--- config.mk ---
export PLATFORM = sky130hd
export DESIGN_NAME = msg_ctrl
export DESIGN_NICKNAME = d
export VERILOG_FILES = /design/src/rtl/core/msg_pkg.sv /design/src/rtl/core/msg_ctrl.sv
export SDC_FILE = /design/constraint.sdc
export NUM_CORES = 1
export LEC_CHECK = 0
export ABC_AREA = 0
export BUFFER_PORTS_ARGS = -buffer_cell sky130_fd_sc_hd__buf_2
export CAP_MARGIN = 10
export CORE_ASPECT_RATIO = 0.7
export CORE_MARGIN = 4
export CORE_UTILIZATION = 58
export CTS_BUF_LIST = sky130_fd_sc_hd__clkbuf_16
export DETAILED_ROUTE_END_ITERATION = 16
export PLACE_DENSITY_LB_ADDON = 0.25
export SYNTH_ARGS = -nofsm -noshare
export SYNTH_HDL_FRONTEND = slang
export SYNTH_SLANG_ARGS = --single-unit
--- constraint.sdc ---
create_clock -name clk -period 6.2 [get_ports clk]
set_clock_uncertainty 0.2 [all_clocks]
set_input_delay 0.62 -clock clk [delete_from_list [all_inputs] [get_ports clk]]
set_output_delay 0.62 -clock clk [all_outputs]
set_load 0.01 [all_outputs]
--- src/rtl/core/msg_pkg.sv ---
// ----------------------------------------------------------------------------
// msg_pkg - shared types and arithmetic for the masked sobel gradient block
// constants, pixel word layout, issue and result records, gray and sobel math
// ----------------------------------------------------------------------------
package msg_pkg;

	localparam int MAX_WIDTH = 2048;
	localparam int AW        = $clog2(MAX_WIDTH);          // column index bits
	localparam int CFG_W     = 12;                          // image_width register
	localparam int EW        = $clog2(MAX_WIDTH + 1);
	localparam int XW        = (EW > CFG_W) ? EW : CFG_W;   // width compare bits
	localparam int CH_W      = 8;
	localparam int GW        = 15;                          // gray value bits
	localparam int PW        = GW + 1;                      // stored word: mask, gray
	localparam int SW        = 17;                          // weighted sum bits
	localparam int DW        = SW + 1;                      // signed difference bits
	localparam int GRW       = 17;                          // result gradient bits
	localparam int RESET_WIDTH = 640;
	localparam logic [GRW-1:0] GRAD_CEIL = '1;
	localparam int GRAD_MAX  = 4 * 25500;                   // largest unmasked response
	localparam int QDEPTH    = 4;
	localparam int QAW       = $clog2(QDEPTH);
	localparam int QCW       = $clog2(QDEPTH + 1);

	typedef enum logic {
		OP_PIXEL = 1'b0,
		OP_DRAIN = 1'b1
	} op_t;

	typedef logic [PW-1:0] word_t;
	typedef logic [2:0][PW-1:0] col_t;    // index: upper, centre, lower row

	// one item on its way through the memory stage
	typedef struct packed {
		logic          wr;     // pixel: write back the shifted rows
		logic [AW-1:0] addr;
		word_t         word;   // new lower-row word, zero for a drain
		logic          e1;     // result with the centre at window column 1
		logic          e2;     // result with the centre at window column 2
		logic          lp1;    // left neighbour present for the first result
		logic          tp;     // upper row present
		logic          bp;     // lower row present
		logic          fin;    // second result closes the frame
	} iss_t;

	typedef struct packed {
		logic [GRW-1:0] gv;
		logic [GRW-1:0] gh;
		logic           masked;
		logic           fin;
	} res_t;

	function automatic logic [GW-1:0] gray_of(logic [CH_W-1:0] c0, logic [CH_W-1:0] c1,
			logic [CH_W-1:0] c2);
		logic [GW-1:0] a;
		logic [GW-1:0] b;
		logic [GW-1:0] c;
		a = GW'(c0) * GW'(27);
		b = GW'(c1) * GW'(67);
		c = GW'(c2) * GW'(6);
		return a + b + c;
	endfunction

	// outer taps weight 1 when present, middle tap weight 2
	function automatic logic [SW-1:0] wsum(word_t a, word_t b, word_t c, logic ea, logic ec);
		logic [SW-1:0] sa;
		logic [SW-1:0] sb;
		logic [SW-1:0] sc;
		sa = ea ? SW'(a[GW-1:0]) : '0;
		sb = SW'(b[GW-1:0]) << 1;
		sc = ec ? SW'(c[GW-1:0]) : '0;
		return sa + sb + sc;
	endfunction

	function automatic res_t sobel(col_t l, col_t m, col_t r, logic lp, logic rp, logic tp,
			logic bp, logic fin);
		logic [SW-1:0]        csl;
		logic [SW-1:0]        csr;
		logic [SW-1:0]        rs0;
		logic [SW-1:0]        rs2;
		logic signed [DW-1:0] gx;
		logic signed [DW-1:0] gy;
		logic [DW-1:0]        ax;
		logic [DW-1:0]        ay;
		res_t                 o;
		csl = wsum(l[0], l[1], l[2], tp, bp);
		csr = wsum(r[0], r[1], r[2], tp, bp);
		rs0 = wsum(l[0], m[0], r[0], lp, rp);
		rs2 = wsum(l[2], m[2], r[2], lp, rp);
		gx  = signed'({1'b0, (lp ? csl : SW'(0))}) - signed'({1'b0, (rp ? csr : SW'(0))});
		gy  = signed'({1'b0, (tp ? rs0 : SW'(0))}) - signed'({1'b0, (bp ? rs2 : SW'(0))});
		ax  = gx[DW-1] ? DW'(-gx) : DW'(gx);
		ay  = gy[DW-1] ? DW'(-gy) : DW'(gy);
		o.masked = m[1][PW-1];
		o.fin    = fin;
		o.gh     = o.masked ? GRAD_CEIL : ax[GRW-1:0];
		o.gv     = o.masked ? GRAD_CEIL : ay[GRW-1:0];
		return o;
	endfunction

endpackage

--- src/rtl/core/msg_ctrl.sv ---
// ----------------------------------------------------------------------------
// msg_ctrl - frame position tracking and item issue
// width register, column/row/drain counters, gray conversion of new pixels
// ----------------------------------------------------------------------------
module msg_ctrl (
	input  logic                      clk,
	input  logic                      arst_n,
	input  logic                      cfg_we,
	input  logic [msg_pkg::CFG_W-1:0] cfg_wdata,
	input  logic                      fire,
	input  msg_pkg::op_t              opcode,
	input  logic [msg_pkg::CH_W-1:0]  chan0,
	input  logic [msg_pkg::CH_W-1:0]  chan1,
	input  logic [msg_pkg::CH_W-1:0]  chan2,
	input  logic [msg_pkg::CH_W-1:0]  alpha,
	output logic                      go,
	output msg_pkg::iss_t             iss
);
	import msg_pkg::*;

	logic [CFG_W-1:0] wid_q;
	logic [AW-1:0]    col_q;
	logic [AW-1:0]    drn_q;
	logic [1:0]       row_q;     // rows done, saturating at two

	logic [XW-1:0] wid_x;
	logic [XW-1:0] eff_w;
	logic [XW-1:0] last_col;
	logic          restart;
	logic          drain_ok;
	logic [AW-1:0] c;
	logic [1:0]    row;
	logic          last;
	word_t         word;

	always_comb begin
		wid_x = XW'(wid_q);
		if (wid_x == '0) begin
			eff_w = XW'(1);
		end else if (wid_x > XW'(MAX_WIDTH)) begin
			eff_w = XW'(MAX_WIDTH);
		end else begin
			eff_w = wid_x;
		end
		last_col = eff_w - XW'(1);

		restart  = (drn_q != '0);
		drain_ok = (col_q == '0) && (row_q != 2'd0);
		if (opcode == OP_PIXEL) begin
			c   = restart ? '0 : col_q;
			row = restart ? 2'd0 : row_q;
		end else begin
			c   = drn_q;
			row = row_q;
		end
		last = (XW'(c) == last_col);
		word = {(alpha == '0), gray_of(chan0, chan1, chan2)};

		go       = fire && ((opcode == OP_PIXEL) || drain_ok);
		iss.wr   = (opcode == OP_PIXEL);
		iss.addr = c;
		iss.word = (opcode == OP_PIXEL) ? word : '0;
		iss.tp   = (row == 2'd2);
		if (opcode == OP_PIXEL) begin
			iss.e1  = (row != 2'd0) && (c != '0);
			iss.e2  = (row != 2'd0) && last;
			iss.bp  = 1'b1;
			iss.fin = 1'b0;
		end else begin
			iss.e1  = (c != '0);
			iss.e2  = last;
			iss.bp  = 1'b0;
			iss.fin = last;
		end
		iss.lp1 = (c > AW'(1));
	end

	always_ff @(posedge clk or negedge arst_n) begin
		if (!arst_n) begin
			wid_q <= CFG_W'(RESET_WIDTH);
			col_q <= '0;
			drn_q <= '0;
			row_q <= 2'd0;
		end else if (cfg_we) begin
			wid_q <= cfg_wdata;
			col_q <= '0;
			drn_q <= '0;
			row_q <= 2'd0;
		end else if (go) begin
			if (opcode == OP_PIXEL) begin
				drn_q <= '0;
				col_q <= last ? '0 : AW'(c + 1'b1);
				row_q <= (last && (row != 2'd2)) ? 2'(row + 2'd1) : row;
			end else if (last) begin
				col_q <= '0;
				drn_q <= '0;
				row_q <= 2'd0;
			end else begin
				drn_q <= AW'(c + 1'b1);
			end
		end
	end

endmodule

==> impl_metrics.csv <==
group,metric,value,unit
outcome,status,"finished clean",
floorplanning,rows,27,
synth,synth-seq-cells,36,
finish,drive_above_1_share,0.244,
synth,synthTopCellsByArea,"dfrtp_1, ha_1, fa_1, inv_1, xnor2_1",
power,power.density,419,nW/um^2
global_route,antenna_found_initial,0,
setup_path,timing.rr.start,"drn_q[7]$_DFFE_PN0P_",
flow_run,drv_cap,0,
sta,tightestPinTransition,1.18,ns
finish,final_cell_mix,"inv_1, buf_2, ha_1",
setup_path,critPathLaunchType,"primary input",
route,drc,0,
setup_path,worstPathArrival,5.25,ns
finish,diodes,0,
route,dr.first_iter.drc_count,408,
placement,dp_hpwl,10.3,mm
global_route,grt_overflow,0,
clocking,htreeDepth,2,
route,dr.max_layer_used,"met4",
setup_path,regToRegEndpoint,"drn_q[10]$_DFFE_PN0P_",
floorplanning,dieArea,10100,um^2
global_route,grtUsageTotal,0.254,
clocking,path_clk_slew,0.06,ns
route,drt-total-wl,13.0,mm
synth,ys_seq_area_frac,0.183,
setup_path,reg2regPathDepth,10,
sta,relSlewSlack,0.208,
floorplanning,core,8070,um^2
synth,yosysWarnings,0,
floorplanning,die_w,118,um
synth,synth.largest_area_cell,"dfrtp_1",
synth,mappedNetlistArea,4930,um^2
setup_path,criticalPathCategory,"primary input to primary output",
power,p_leak,3.02,nW
synth,syn_inst,556,
clocking,cts_buffers,5,
placement,gp_congestion,0.933,
clocking,clkSinkCount,36,
placement,portBuffers,83,
floorplanning,die_height,85.1,um
finish,finalNetCount,797,
clocking,cts-root-buf,"clkbuf_16",
sta,whs,0.232,ns
sta,finalSetupViolations,0,
sta,finalHoldViolations,0,
synth,ys.flop_type,"dfrtp_1",
route,dr_total_vias,4363,
synth,synth_edf_count,0,
global_route,grt_pass1_wl,20.9,mm
global_route,first_global_vias,4266,
synth,ys_types,61,
route,wl_met1,6.03,mm
synth,async_flop_share,1.00,
placement,place_area,5460,um^2
route,route.met2.wl,5.77,mm
finish,final_cell_area,5830,um^2
synth,syn_area_per_cell,8.86,um^2
sta,fin_tns_setup,0,ns
power,ir_worst_vdd,432,uV
setup_path,crit_required,5.38,ns
route,wire_per_inst,17.4,um
sta,finalCriticalPeriod,6.07,ns
route,dr.pass1.iters,5,
route,antenna_left,0,
sta,clock.fmax,0.165,GHz
setup_path,r2r_setup_slack,1.54,ns
synth,yosys.area.top_type_share,0.173,
finish,layout_commonest_cell,"inv_1",
clocking,cts_tree,"done",
synth,synth_nets,710,
route,wl_met3,1.11,mm
sta,slew_viol_final,0,
setup_path,end_kind,"primary output",
finish,areaGrowthSynthToFinish,18.3,%
clocking,clk_latency,0.29,ns
global_route,grt_max_degree,48,
sta,post-route-period-util,0.980,
hold_path,hp-class,"primary input to asynchronous set/reset pin",
setup_path,worstPathMaxFanout,3,
floorplanning,start_util,0.610,
route,viasPerCell,5.86,
clocking,cts_max_path_buffers,2,
floorplanning,ios,84,
## power breakdown
part / internal, W / switching [W] / total, W
registers: 0.000244 / 0.0000128 / 0.000257
clock network: 0.000145 / 0.000101 / 0.000247
logic: 0.000908 / 0.00103 / 0.00194
## metal layers
layer,global-route usage,vias to the layer above
li1,-,2054
met4,0.0489,0
met1,0.386,2112
met5,0,-
met2,0.376,185
met3,0.0533,12
## cell type report
cell class,count,area (um^2)
inverter,111,417
multi-input combinational,397,3750
tap,101,126
clock buffer,5,125
sequential,36,903
fill,628,2250
clock inverter,3,12.5
timing repair buffer,92,498
## cells by family after synthesis
group / Yosys count / share of synthesized area
AND/OR/NAND/NOR: 147 / 0.154
buffers and inverters: 123 / 0.0963
adder cells (fa/ha/maj): 105 / 0.328
AO/OA/AOI/OAI: 97 / 0.147
flip-flops: 36 / 0.183
XOR/XNOR: 32 / 0.0569
multiplexers: 16 / 0.0351
## worst max-delay path: stages
cell	delay, ns
clkbuf_4	0.15
ha_4	0.22
a21o_1	0.17
a21oi_2	0.16
buf_4	0.13
xnor2_1	0.07
fa_1	0.51
inv_1	0.05
fa_1	0.45
fa_1	0.50
inv_1	0.06
fa_1	0.53
inv_1	0.06
ha_4	0.25
o21ai_2	0.08
a21oi_2	0.09
o211ai_1	0.30
a21oi_2	0.14
o31ai_2	0.31
xor2_1	0.19
nor2_1	0.06
buf_2	0.16
## timing repair
action,in CTS,in global routing
pin swaps,8,35
hold buffers,0,0
endpoints found under the setup margin,4,7
hold endpoints to repair,0,0
setup buffers,0,2
gates resized for setup,8,36
## stage by stage
stage / total power, W / instances / setup WS [ns] / util
finish: 0.00244 / 745 / 0.126 / 0.722
global route: 0.00269 / 745 / -0.0936 / 0.722
CTS: 0.00215 / 743 / -0.00658 / 0.698
detailed placement: 0.00185 / 735 / -0.100 / 0.677
global placement: 0.00179 / 735 / -0.0266 / 0.677
floorplan: 0.00137 / 556 / 0.450 / -
## cells in the mapped netlist, drive strengths merged (8+ instances only)
| master | n |
|---|---|
| inv | 110 |
| ha | 65 |
| fa | 40 |
| nand2 | 35 |
| dfrtp | 34 |
| nor2 | 31 |
| o21ai | 19 |
| xnor2 | 19 |
| nor3 | 17 |
| a21oi | 16 |
| xor2 | 13 |
| a22o | 10 |
| mux2 | 10 |
| nand3 | 10 |
| nor4 | 10 |
| a21o | 9 |
| o31ai | 9 |
| clkbuf | 8 |
| nor2b | 8 |
| or4 | 8 |
## registers in the layout, summed over array words and instances, names as in the netlist
register and cells:
row_q 2, drn_q 11, wid_q 12, col_q 11
## worst max path at each step
stage	start	end	slack, ns	cells past startpoint
global route	chan2[2]	iss[20]	-0.09	22
detailed placement	chan2[1]	iss[20]	-0.10	23
floorplan	chan2[1]	iss[19]	0.45	19
finish	chan2[2]	iss[20]	0.13	22
CTS	chan2[1]	iss[20]	-0.007	23
global placement	chan2[0]	iss[20]	-0.03	23
Note: power is estimated with default switching activity, not from simulation.
