==> src/rtl/core/msg_pkg.sv <==
// ----------------------------------------------------------------------------
// msg_pkg - shared types and arithmetic for the masked sobel gradient block
// constants, pixel word layout, issue and result records, gray and sobel math
// ----------------------------------------------------------------------------
package msg_pkg;

	localparam int MAX_WIDTH = 2048;
	localparam int AW        = $clog2(MAX_WIDTH);          // column index bits
	localparam int CFG_W     = 12;                          // image_width register
	localparam int EW        = $clog2(MAX_WIDTH + 1);
	localparam int XW        = (EW > CFG_W) ? EW : CFG_W;   // width compare bits
	localparam int CH_W      = 8;
	localparam int GW        = 15;                          // gray value bits
	localparam int PW        = GW + 1;                      // stored word: mask, gray
	localparam int SW        = 17;                          // weighted sum bits
	localparam int DW        = SW + 1;                      // signed difference bits
	localparam int GRW       = 17;                          // result gradient bits
	localparam int RESET_WIDTH = 640;
	localparam logic [GRW-1:0] GRAD_CEIL = '1;
	localparam int GRAD_MAX  = 4 * 25500;                   // largest unmasked response
	localparam int QDEPTH    = 4;
	localparam int QAW       = $clog2(QDEPTH);
	localparam int QCW       = $clog2(QDEPTH + 1);

	typedef enum logic {
		OP_PIXEL = 1'b0,
		OP_DRAIN = 1'b1
	} op_t;

	typedef logic [PW-1:0] word_t;
	typedef logic [2:0][PW-1:0] col_t;    // index: upper, centre, lower row

	// one item on its way through the memory stage
	typedef struct packed {
		logic          wr;     // pixel: write back the shifted rows
		logic [AW-1:0] addr;
		word_t         word;   // new lower-row word, zero for a drain
		logic          e1;     // result with the centre at window column 1
		logic          e2;     // result with the centre at window column 2
		logic          lp1;    // left neighbour present for the first result
		logic          tp;     // upper row present
		logic          bp;     // lower row present
		logic          fin;    // second result closes the frame
	} iss_t;

	typedef struct packed {
		logic [GRW-1:0] gv;
		logic [GRW-1:0] gh;
		logic           masked;
		logic           fin;
	} res_t;

	function automatic logic [GW-1:0] gray_of(logic [CH_W-1:0] c0, logic [CH_W-1:0] c1,
			logic [CH_W-1:0] c2);
		logic [GW-1:0] a;
		logic [GW-1:0] b;
		logic [GW-1:0] c;
		a = GW'(c0) * GW'(27);
		b = GW'(c1) * GW'(67);
		c = GW'(c2) * GW'(6);
		return a + b + c;
	endfunction

	// outer taps weight 1 when present, middle tap weight 2
	function automatic logic [SW-1:0] wsum(word_t a, word_t b, word_t c, logic ea, logic ec);
		logic [SW-1:0] sa;
		logic [SW-1:0] sb;
		logic [SW-1:0] sc;
		sa = ea ? SW'(a[GW-1:0]) : '0;
		sb = SW'(b[GW-1:0]) << 1;
		sc = ec ? SW'(c[GW-1:0]) : '0;
		return sa + sb + sc;
	endfunction

	function automatic res_t sobel(col_t l, col_t m, col_t r, logic lp, logic rp, logic tp,
			logic bp, logic fin);
		logic [SW-1:0]        csl;
		logic [SW-1:0]        csr;
		logic [SW-1:0]        rs0;
		logic [SW-1:0]        rs2;
		logic signed [DW-1:0] gx;
		logic signed [DW-1:0] gy;
		logic [DW-1:0]        ax;
		logic [DW-1:0]        ay;
		res_t                 o;
		csl = wsum(l[0], l[1], l[2], tp, bp);
		csr = wsum(r[0], r[1], r[2], tp, bp);
		rs0 = wsum(l[0], m[0], r[0], lp, rp);
		rs2 = wsum(l[2], m[2], r[2], lp, rp);
		gx  = signed'({1'b0, (lp ? csl : SW'(0))}) - signed'({1'b0, (rp ? csr : SW'(0))});
		gy  = signed'({1'b0, (tp ? rs0 : SW'(0))}) - signed'({1'b0, (bp ? rs2 : SW'(0))});
		ax  = gx[DW-1] ? DW'(-gx) : DW'(gx);
		ay  = gy[DW-1] ? DW'(-gy) : DW'(gy);
		o.masked = m[1][PW-1];
		o.fin    = fin;
		o.gh     = o.masked ? GRAD_CEIL : ax[GRW-1:0];
		o.gv     = o.masked ? GRAD_CEIL : ay[GRW-1:0];
		return o;
	endfunction

endpackage

==> src/rtl/core/msg_outq.sv <==
// ----------------------------------------------------------------------------
// msg_outq - result queue
// small register queue taking up to two results and giving one per cycle
// ----------------------------------------------------------------------------
module msg_outq (
	input  logic                    clk,
	input  logic                    arst_n,
	input  logic                    push_a,
	input  msg_pkg::res_t           din_a,
	input  logic                    push_b,
	input  msg_pkg::res_t           din_b,
	input  logic                    pop,
	output msg_pkg::res_t           dout,
	output logic [msg_pkg::QCW-1:0] count
);
	import msg_pkg::*;

	res_t            mem_q [QDEPTH];
	logic [QAW-1:0]  wp_q;
	logic [QAW-1:0]  rp_q;
	logic [QCW-1:0]  cnt_q;
	logic [QAW-1:0]  wp_b;

	assign wp_b  = push_a ? QAW'(wp_q + 1'b1) : wp_q;
	assign dout  = mem_q[rp_q];
	assign count = cnt_q;

	always_ff @(posedge clk) begin
		if (push_a) begin
			mem_q[wp_q] <= din_a;
		end
		if (push_b) begin
			mem_q[wp_b] <= din_b;
		end
	end

	always_ff @(posedge clk or negedge arst_n) begin
		if (!arst_n) begin
			wp_q  <= '0;
			rp_q  <= '0;
			cnt_q <= '0;
		end else begin
			wp_q  <= QAW'(wp_q + QAW'(push_a) + QAW'(push_b));
			rp_q  <= QAW'(rp_q + QAW'(pop));
			cnt_q <= QCW'(cnt_q + QCW'(push_a) + QCW'(push_b) - QCW'(pop));
		end
	end

endmodule

==> config.mk <==
export PLATFORM = sky130hd
export DESIGN_NAME = msg_outq
export DESIGN_NICKNAME = d
export VERILOG_FILES = /design/src/rtl/core/msg_pkg.sv /design/src/rtl/core/msg_outq.sv
export SDC_FILE = /design/constraint.sdc
export NUM_CORES = 1
export LEC_CHECK = 0
export ABC_AREA = 1
export BUFFER_PORTS_ARGS = -buffer_cell sky130_fd_sc_hd__buf_2
export CAP_MARGIN = 20
export CORE_MARGIN = 2
export CORE_UTILIZATION = 59
export DETAILED_ROUTE_END_ITERATION = 12
export PLACE_DENSITY = 0.82
export SETUP_SLACK_MARGIN = 0.5
export SYNTH_ARGS = -nofsm -noshare
export SYNTH_HDL_FRONTEND = slang
export SYNTH_SLANG_ARGS = --single-unit
==> constraint.sdc <==
create_clock -name clk -period 5.5 [get_ports clk]
set_input_delay 0.275 -clock clk [delete_from_list [all_inputs] [get_ports clk]]
set_output_delay 0.275 -clock clk [all_outputs]
set_load 0.005 [all_outputs]
==> results of run 1 <==
-- cell families (layout without fill, tap and decap cells) --
group                      Yosys count  count (layout)  synth area share [%]
AOI/OAI and AO/OA                  108             108                 7.181
xor gates and xnor gates             4               4                0.4297
adders and majority gates            9               9                 1.657
buffers and inverters               95             167                 6.153
DFF                                151             151                 55.18
and+or+nand+nor                    528             528                 29.40
-- final cells by class --
class / instances / area [µm²]
Clock inverter: 12 / 155.1
Timing Repair Buffer: 125 / 688.2
Tap cell: 176 / 220.2
Fill cell: 1022 / 4139
Sequential cell: 151 / 4501
Inverter: 11 / 43.79
Multi-Input combinational cell: 649 / 3168
Clock buffer: 19 / 432.9
-- power groups by stage --
stage          sequential (W)  combinational [W]  clock [W]
4_1_cts               0.00188            0.00211    0.00115
2_1_floorplan         0.00188            0.00144          0
5_1_grt               0.00192            0.00236    0.00120
3_3_place_gp          0.00189            0.00203          0
3_5_place_dp          0.00190            0.00210          0
6_report              0.00188            0.00215    0.00116
-- critical path, delay by kind of cell (launching register included) --
| family | cells | cell delay (ns) |
|---|---|---|
| adder cells (fa/ha/maj) | 1 | 0.33 |
| buffers and inverters | 3 | 0.79 |
| flip-flops | 1 | 0.41 |
| AND/OR/NAND/NOR | 4 | 1.79 |
-- registers in the layout, summed over array words and instances, names as in the netlist --
register,count
count,3
mem_q,144
rp_q,2
wp_q,2
-- worst paths after layout --
| check | from | endpoint | slack (ns) | cells after the start |
|---|---|---|---|---|
| max | wp_q[0]$_DFF_PN0_ | mem_q[1][35]$_DFFE_PP_ | 1.74 | 8 |
| min | pop | rp_q[0]$_DFF_PN0_ | 0.12 | 2 |
| max reg2reg | wp_q[0]$_DFF_PN0_ | mem_q[1][35]$_DFFE_PP_ | 1.74 | 8 |
| min reg2reg | count[1]$_DFF_PN0_ | count[2]$_DFF_PN0_ | 0.50 | 1 |
| max in group asynchronous | arst_n | rp_q[0]$_DFF_PN0_ | 5.10 | 2 |
| min in group asynchronous | arst_n | count[2]$_DFF_PN0_ | 0.22 | 2 |
-- repair_timing --
item                                   in CTS  in global routing
hold buffers                                1                  0
endpoints found under the hold margin       7                  0
setup buffers                               0                  0
-- stage by stage --
stage,worst slack (ns),util (%)
after global routing,1.557,68.99
after global placement,1.903,64.15
final,1.741,68.99
after floorplan,2.925,-
after detailed placement,1.826,64.36
after CTS,1.808,68.84
-- cells in the mapped netlist, types with 4 or more instances --
cell type,count
nand2_1,305
edfxtp_1,144
nand4_1,144
nor2_1,72
o21ai_0,72
buf_2,36
o22ai_1,36
clkbuf_1,29
buf_6,11
inv_1,9
dfrtp_1,7
ha_1,6
buf_1,4
buf_4,4
-- routing by layer --
metal | up-vias | share of wire, % | track usage [%]
li1 | 3326 | - | -
met1 | 3276 | 38 | 39.34
met2 | 443 | 49 | 46.03
met3 | 51 | 11 | 5.758
met4 | 0 | 2.2 | 12.36
met5 | - | 0 | 0
-- placed cells by master (no fill, tap or decap), drive strengths merged --
cell         netlist  routed
fa                 3       3
dfrtp              7       7
bufinv             0       3
nand4            144     144
nor2              72      72
xnor2              2       2
dlygate4sd3        0       1
nand2            308     308
nand3              4       4
o22ai             36      36
inv               10      11
o21ai             72      72
edfxtp           144     144
ha                 6       6
clkbuf            29      19
xor2               2       2
clkinv             1       5
clkinvlp           0       4
buf               55     124
==> summary.txt, run 1 <==
Cells and area
  • NumNets Final: 1041
  • Area growth syn-to-layout: 12.94%
  • Share of cells above drive strength 1: 17.37%
  • N_diodes: 0
  • Non-filler cells, final: 1143
  • Design area: 9209 µm²

Drt
  • 1st-iter DRT viols: 1015
  • Vias/cell: 6.208
  • WL/cell: 18.47 µm
  • Via count: 7096
  • DRT Wirelength: 21110 µm
  • Pre-antenna DRT Iters: 6
  • Final ANT Viol Nets: 0
  • DRC violations left: 0

Pwr
  • LEAKAGE: 3.893 nW
  • Power density over the cells: 563.7 nW/µm²
  • Total power: 0.005191 W
  • Clock power share: 22.3%
  • Comb power frac: 41.4%
  • Sequential power share: 36.3%
  • Switching pwr: 0.002078 W
  • Peak VDD IR: 0.3697 mV
  • Sw frac: 40.03%
  • P_int: 0.003113 W

Clocking
  • CTS tree: yes
  • Clk_lat worst skew: 0.42 ns
  • H-tree depth: 4
  • Clk sinks: 151
  • CTS Buffer Depth: 2
  • Cts bufs inserted: 17
  • Clock root cell: clkbuf_16
  • Clock transition at the registers of the reported paths: 0.06 ns
  • Cts repair resizes: 0

Timing
  • RSZ-0062 raised after global routing: no
  • Max-slew violation count: 0
  • Worst-margin pin slew: 1.075 ns
  • Max_slew headroom: 28.06%
  • Final hold vios: 0
  • Hold slack final: 0.1229 ns
  • Setup Skew: 0.004989 ns
  • Setup total negative slack: 0 ns
  • Maximum clock frequency: 266.0 MHz
  • Post-route minimum period: 3.759 ns
  • Tcrit/Tclk final: 68.35%
  • Final setup fails: 0

Critical path
  • CP peak stage delay: 1.02 ns
  • Critical Path AT: 3.79 ns
  • Critical path class: reg -> reg
  • Critical Path RT: 5.53 ns
  • Crit path max fanout: 73
  • CP startpoint kind: flip-flop
  • Worst-path cell chain: inv_1 -> ha_1 -> inv_1 -> nand2_1 -> nand2_2 -> buf_4 -> nand3_4 -> nand2_2
  • Crit. End Element: flip-flop
  • CP max stage cell: nand2_2

Die
  • Initial Util: 61.09%
  • Core footprint: 13350 µm²
  • # rows: 42
  • Die height: 121.6 µm
  • IO Count: 116
  • Die ar.: 14780 µm²
  • Die span in x: 121.6 µm

Global route
  • Largest net degree at the start of global routing: 91
  • Total GRT Usage: 28.99%
  • Global-route wire length before repair: 32700 µm
  • Vias in the first global route: 6426
  • Antenna violations before repair: 0
  • Grt ovf: 0

Synth
  • Flops & latches, synth: 151
  • Post-synth EDFFs: 144
  • Async SR Flop Fraction: 4.636%
  • Main synth FF type: edfxtp_1
  • Post-synth top area share: 53.03%
  • Cell type with the largest total area after synthesis: edfxtp_1
  • Mapped Nets: 981
  • Ys Warns: 0
  • Sequential area share after synthesis: 55.18%
  • Synth Cell Area: 8154 µm²
  • Synth top area cells: edfxtp_1, nand2_1, nand4_1
  • Synthesized area per cell: 9.111 µm²
  • Cells after Synth: 895
  • Synth unique cells: 22

Min path
  • Hold/Removal Path Class: in -> reg

Place
  • Dpl cells: 1110
  • GPL Wtd Cong: 0.8242
  • DP HPWL: 11660 µm
  • Number of port buffers: 115
  • Placed cell areas: 8591 µm²

Status
  • Outcome: finished clean

Job
  • Count of max-cap constraint violations: 0
No activity file was read; power rests on OpenSTA's default activity.
==> run 2, diff against run 1 <==
CORE_UTILIZATION = 58   (was 59)
PLACE_DENSITY = 0.81   (was 0.82)
clock period = 3.6 ns   (was 5.5 ns; I/O delays follow)
==> run 2 against run 1 <==
Net effect:
- die area up 1.7%
- sequential share of layout area down 0.53 points
- critical path depth down 1
- routed wire length up 2.6%
- non-clock buffer count up 13
- power up 54%
==> summary.txt, run 2 (same netlist as run 1, synthesis figures left out) <==
Drt
  • Pre-antenna DRT Iters: 5 (was 6)
  • WL/cell: 18.68 µm (was 18.47 µm)
  • DR WL met2: 10460 µm (was 10340 µm)
  • DRT Wirelength: 21670 µm (was 21110 µm)
  • Via count: 7152 (was 7096)
  • Final ANT Viol Nets: 0 (unchanged)
  • Met3 Routed Length: 2354 µm (was 2259 µm)
  • Wire length on met1: 8329 µm (was 8046 µm)
  • Vias/cell: 6.166 (was 6.208)
  • 1st-iter DRT viols: 944 (was 1015)
  • Max Used Layer: met4 (unchanged)
  • DRC violations left: 0 (unchanged)

Cells and area
  • Non-filler cells, final: 1160 (was 1143)
  • Number of flip-flops in the largest register: 144 (unchanged)
  • Final-layout fill cell count: 1080 (was 1022)
  • Area growth syn-to-layout: 14.16% (was 12.94%)
  • Commonest non-fill, non-tap cell in the layout: nand2_1 (unchanged)
  • Commonest non-fill, non-tap cells in the layout: nand2_1, nand4_1, edfxtp_1 (unchanged)
  • Design area: 9309 µm² (was 9209 µm²)
  • Top reg by flops: mem_q (unchanged)
  • Area of the multi-input gates: 3168 µm² (unchanged)
  • Share of cells above drive strength 1: 18.37% (was 17.37%)
  • N_diodes: 0 (unchanged)
  • Reg area: 4501 µm² (unchanged)
  • NumNets Final: 1054 (was 1041)

Critical path
  • Critical Path AT: 2.84 ns (was 3.79 ns)
  • Critical Path Most Common Cell: nand2_1
  • CP max stage cell: buf_4 (was nand2_2)
  • Critical Path RT: 3.88 ns (was 5.53 ns)
  • Crit. End Element: flip-flop (unchanged)
  • CP peak stage delay: 0.60 ns (was 1.02 ns)
  • Crit path max fanout: 52 (was 73)
  • CP startpoint kind: flip-flop (unchanged)
  • Critical path class: reg -> reg (unchanged)
  • Worst-path cell chain: inv_1 -> ha_1 -> nand2_1 -> nand2_2 -> buf_4 -> nand4_1 -> nand2_1 (was inv_1 -> ha_1 -> inv_1 -> nand2_1 -> nand2_2 -> buf_4 -> nand3_4 -> nand2_2)

Timing
  • Tcrit/Tclk final: 71.17% (was 68.35%)
  • RSZ-0062 raised after global routing: no (unchanged)
  • Max_slew headroom: 34.77% (was 28.06%)
  • Max-slew violation count: 0 (unchanged)
  • Worst-margin pin slew: 0.9770 ns (was 1.075 ns)
  • Final setup fails: 0 (unchanged)
  • Setup ws final: 1.038 ns (was 1.741 ns)
  • Final hold vios: 0 (unchanged)
  • Setup total negative slack: 0 ns (unchanged)
  • Post-route minimum period: 2.562 ns (was 3.759 ns)
  • Maximum clock frequency: 390.3 MHz (was 266.0 MHz)
  • Setup Skew: 0.006745 ns (was 0.004989 ns)

Pwr
  • Sw frac: 40.05% (was 40.03%)
  • Clock power share: 22.2% (was 22.3%)
  • Power density over the cells: 860.1 nW/µm² (was 563.7 nW/µm²)
  • Switching pwr: 0.003206 W (was 0.002078 W)
  • Comb power frac: 42.0% (was 41.4%)
  • Sequential power share: 35.8% (was 36.3%)
  • P_int: 0.004800 W (was 0.003113 W)
  • Peak VDD IR: 0.4474 mV (was 0.3697 mV)
  • LEAKAGE: 3.961 nW (was 3.893 nW)

Clocking
  • Clk sinks: 151 (unchanged)
  • Cts repair resizes: 0 (unchanged)
  • Hold Buf Count CTS: 1 (unchanged)
  • CTS Buffer Depth: 2 (unchanged)
  • Clock root cell: clkbuf_16 (unchanged)
  • Clk_lat worst skew: 0.42 ns (about the same)
  • Post-CTS setup buffers: 0 (unchanged)
  • Clock transition at the registers of the reported paths: 0.06 ns (about the same)
  • Cts bufs inserted: 17 (unchanged)
  • H-tree depth: 4 (unchanged)
  • CTS tree: yes (unchanged)

Place
  • Dpl cells: 1127 (was 1110)
  • GPL Wtd Cong: 0.8034 (was 0.8242)
  • Number of port buffers: 115 (unchanged)
  • DP HPWL: 12630 µm (was 11660 µm)
  • Placement Setup Slack: 1.088 ns (was 1.826 ns)
  • Placed cell areas: 8686 µm² (was 8591 µm²)

Global route
  • Global-route wire length before repair: 33310 µm (was 32700 µm)
  • Total GRT Usage: 29.24% (was 28.99%)
  • Grt ovf: 0 (unchanged)
  • Antenna violations before repair: 0 (unchanged)
  • Vias in the first global route: 6471 (was 6426)
  • Largest net degree at the start of global routing: 74 (was 91)

Die
  • Initial Util: 58.97% (was 61.09%)
  • Die height: 122.6 µm (was 121.6 µm)
  • Core footprint: 13830 µm² (was 13350 µm²)
  • Die ar.: 15020 µm² (was 14780 µm²)
  • Die span in x: 122.6 µm (was 121.6 µm)
  • # rows: 43 (was 42)
  • IO Count: 116 (unchanged)

Status
  • Outcome: finished clean (unchanged)

Job
  • Count of max-cap constraint violations: 0 (unchanged)

Min path
  • Hold/Removal Path Class: in -> reg (unchanged)
run 2: changes by cell type in the layout (fill, tap and decap cells not counted), sizes merged:
| cell | delta |
|---|---|
| inv | +2 |
| buf | +13 |
| clkinvlp | -2 |
run 2: layer usage:
layer / vias up / track usage (%)
met5: - / 0
met4: 0 / 11.78
met3: 55 / 5.483
met2: 439 / 48.06
met1: 3312 / 38.57
li1: 3346 / -
run 2: power by group through the flow:
stage / clock network, W / registers, W / logic (W)
after floorplan: 0 / 0.00286 / 0.00220
after global placement: 0 / 0.00289 / 0.00319
after detailed placement: 0 / 0.00289 / 0.00327
after CTS: 0.00178 / 0.00286 / 0.00329
after global routing: 0.00185 / 0.00292 / 0.00368
final: 0.00178 / 0.00287 / 0.00336
run 2: final cells by class:
cell class,count,share of cell area [%]
flip-flops and latches,151,48.35
well taps,180,2.419
multi-input cells,649,34.03
clock buffers,19,4.651
clock inverters,12,1.640
inverters,11,0.4704
repair buffers,138,8.441
run 2: path summary, 6_finish.rpt:
kind	start	endpoint	slack (ns)	cells after the start
max	wp_q[0]$_DFF_PN0_	mem_q[2][33]$_DFFE_PP_	1.04	7
min	pop	rp_q[0]$_DFF_PN0_	0.01	2
max reg2reg	wp_q[0]$_DFF_PN0_	mem_q[2][33]$_DFFE_PP_	1.04	7
min reg2reg	count[1]$_DFF_PN0_	count[2]$_DFF_PN0_	0.52	1
max in group asynchronous	arst_n	rp_q[0]$_DFF_PN0_	3.26	2
min in group asynchronous	arst_n	count[1]$_DFF_PN0_	0.16	2
run 2: worst max-delay path: cells and delay by family (launching register included):
family	cells	cell delay, ns
flip-flops	1	0.43
adder cells (fa/ha/maj)	1	0.32
buffers and inverters	2	0.74
AND/OR/NAND/NOR	4	0.87
run 2: metrics by stage:
stage / total power (W) / hold slack (ns) / utilization, %
3_5_place_dp: 0.006168 / 0.02506 / 62.82
3_3_place_gp: 0.006072 / 0.02473 / 62.82
4_1_cts: 0.007933 / 0.008937 / 67.13
6_report: 0.008006 / 0.01317 / 67.32
2_1_floorplan: 0.005064 / -0.1156 / -
5_1_grt: 0.008447 / 0.01324 / 67.32
==> run 3, diff against run 2 <==
clock period = 2.45 ns   (was 3.6 ns; I/O delays follow)
==> run 3 against run 2 <==
Net effect:
- largest cell class unchanged
- count of clock-buffer cells in the layout is the same
- maximum frequency grew 32%
- sequential power grew 46%
- power grew 50%
- sequential share of layout area shrank 1.4 points
- worst setup slack lost 0.52 ns
- sequential cell count is the same
- routed wire length grew 3.8%
==> summary.txt, run 3 (same netlist as run 1, synthesis figures left out) <==
Die
  • Die span in x: 122.6 µm (unchanged)
  • Core footprint: 13830 µm² (unchanged)
  • Initial Util: 58.97% (unchanged)
  • Die height: 122.6 µm (unchanged)
  • # rows: 43 (unchanged)
  • IO Count: 116 (unchanged)
  • Die ar.: 15020 µm² (unchanged)

Drt
  • Via count: 7365 (was 7152)
  • Pre-antenna DRT Iters: 6 (was 5)
  • Final ANT Viol Nets: 0 (unchanged)
  • 1st-iter DRT viols: 1024 (was 944)
  • DRT Wirelength: 22500 µm (was 21670 µm)
  • DRC violations left: 0 (unchanged)
  • WL/cell: 19.17 µm (was 18.68 µm)
  • Vias/cell: 6.273 (was 6.166)

Pwr
  • Peak VDD IR: 0.8395 mV (was 0.4474 mV)
  • Power density over the cells: 1253 nW/µm² (was 860.1 nW/µm²)
  • LEAKAGE: 4.056 nW (was 3.961 nW)

Timing
  • Final setup fails: 0 (unchanged)
  • Final hold vios: 0 (unchanged)
  • Post-route minimum period: 1.936 ns (was 2.562 ns)
  • Setup total negative slack: 0 ns (unchanged)
  • Maximum clock frequency: 516.4 MHz (was 390.3 MHz)
  • Max-slew violation count: 0 (unchanged)
  • Setup Skew: 0.005554 ns (was 0.006745 ns)
  • Tcrit/Tclk final: 79.04% (was 71.17%)
  • RSZ-0062 raised after global routing: yes (was no)
  • Worst-margin pin slew: 0.9564 ns (was 0.9770 ns)
  • Max_slew headroom: 36.24% (was 34.77%)

Cells and area
  • Commonest non-fill, non-tap cells in the layout: nand2_1, nand4_1, edfxtp_1 (unchanged)
  • N_diodes: 0 (unchanged)
  • Commonest non-fill, non-tap cell in the layout: nand2_1 (unchanged)
  • NumNets Final: 1068 (was 1054)
  • Share of cells above drive strength 1: 19.72% (was 18.37%)
  • Number of flip-flops in the largest register: 144 (unchanged)
  • Area growth syn-to-layout: 17.48% (was 14.16%)
  • Top reg by flops: mem_q (unchanged)
  • Area of the multi-input gates: 3293 µm² (was 3168 µm²)
  • Final-layout fill cell count: 1016 (was 1080)
  • Final core utilization: 69.28% (was 67.32%)
  • Reg area: 4502 µm² (was 4501 µm²)

Clocking
  • Clk sinks: 151 (unchanged)
  • Clock transition at the registers of the reported paths: 0.06 ns (about the same)
  • H-tree depth: 4 (unchanged)
  • Clock root cell: clkbuf_16 (unchanged)
  • Clk_lat worst skew: 0.43 ns (was 0.42 ns)
  • Cts bufs inserted: 17 (unchanged)
  • CTS Buffer Depth: 2 (unchanged)
  • CTS tree: yes (unchanged)

Place
  • DP HPWL: 12520 µm (was 12630 µm)
  • Number of port buffers: 115 (unchanged)
  • GPL Wtd Cong: 0.8126 (was 0.8034)

Critical path
  • Critical Path RT: 2.63 ns (was 3.88 ns)
  • Critical Path AT: 2.11 ns (was 2.84 ns)
  • Critical path class: reg -> reg (unchanged)
  • Crit path max fanout: 8 (was 52)
  • Crit. End Element: flip-flop (unchanged)
  • CP startpoint kind: flip-flop (unchanged)

Global route
  • Largest net degree at the start of global routing: 100 (was 74)
  • Grt ovf: 0 (unchanged)
  • Antenna violations before repair: 0 (unchanged)
  • Global-route wire length before repair: 34690 µm (was 33310 µm)
  • Total GRT Usage: 30.41% (was 29.24%)
  • Vias in the first global route: 6851 (was 6471)

Min path
  • Hold/Removal Path Class: in -> reg (unchanged)

Status
  • Outcome: finished clean (unchanged)

Job
  • Count of max-cap constraint violations: 0 (unchanged)
[run 3: final cells by class]
cell class                 count  area share (%)
sequential                   151           47.00
timing repair buffer         150           10.38
inverter                      11          0.4572
clock buffer                  19           4.519
multi-input combinational    651           34.38
clock inverter                12          0.9143
tap                          180           2.351
[run 3: final timing paths]
path / from / end / slack [ns] / cells past startpoint
min in group asynchronous: arst_n / count[0]$_DFF_PN0_ / 0.06 / 2
worst max-delay path: wp_q[0]$_DFF_PN0_ / mem_q[1][35]$_DFFE_PP_ / 0.51 / 9
worst min register to register: count[1]$_DFF_PN0_ / count[2]$_DFF_PN0_ / 0.49 / 1
worst min-delay path: din_a[8] / mem_q[1][8]$_DFFE_PP_ / 0.009 / 3
max in group asynchronous: arst_n / wp_q[1]$_DFF_PN0_ / 2.20 / 2
worst max register to register: wp_q[0]$_DFF_PN0_ / mem_q[1][35]$_DFFE_PP_ / 0.51 / 9
[run 3: metal layers]
layer	vias to the layer above	GRT usage (%)	routed length, µm
met3	47	4.368	1974
met1	3471	39.10	8460
met5	-	0	0
li1	3385	-	-
met2	462	51.60	11530
met4	0	13.15	534
[run 3: critical path, stage by stage (launching register included)]
cell,delay (ns)
dfrtp_1,0.43
inv_2,0.14
ha_4,0.22
inv_1,0.05
nand2_1,0.07
nand2_4,0.12
nand3_4,0.25
clkbuf_16,0.28
nand2_1,0.07
nand2_1,0.05
[run 3: report_power, final]
part	switching [W]	leakage, nW	total, W	internal (W)
registers	0.000227	1.43	0.00420	0.00398
logic	0.00368	2.38	0.00545	0.00177
clock network	0.000983	0.250	0.00235	0.00136
[run 3: per-stage QoR]
step / std cells / instance area [µm²] / hold slack (ns) / total power, W / setup slack, ns
floorplan: 895 / 8223 / -0.1731 / 0.007475 / 0.5066
global placement: 1130 / 8776 / -0.02758 / 0.009131 / 0.4546
detailed placement: 1130 / 8776 / -0.02827 / 0.009255 / 0.3942
CTS: 1169 / 9432 / 0.0006960 / 0.01173 / 0.4941
global route: 1174 / 9579 / 0.002868 / 0.01272 / 0.4257
finish: 1174 / 9579 / 0.009264 / 0.01200 / 0.5135
[run 3: repair_timing]
item,in CTS,in global routing
setup buffers,4,3
pin swaps,4,4
resized for setup,14,19
hold buffers,3,0
setup endpoints to repair,196,280
endpoints found under the hold margin,9,0
cloned,1,2
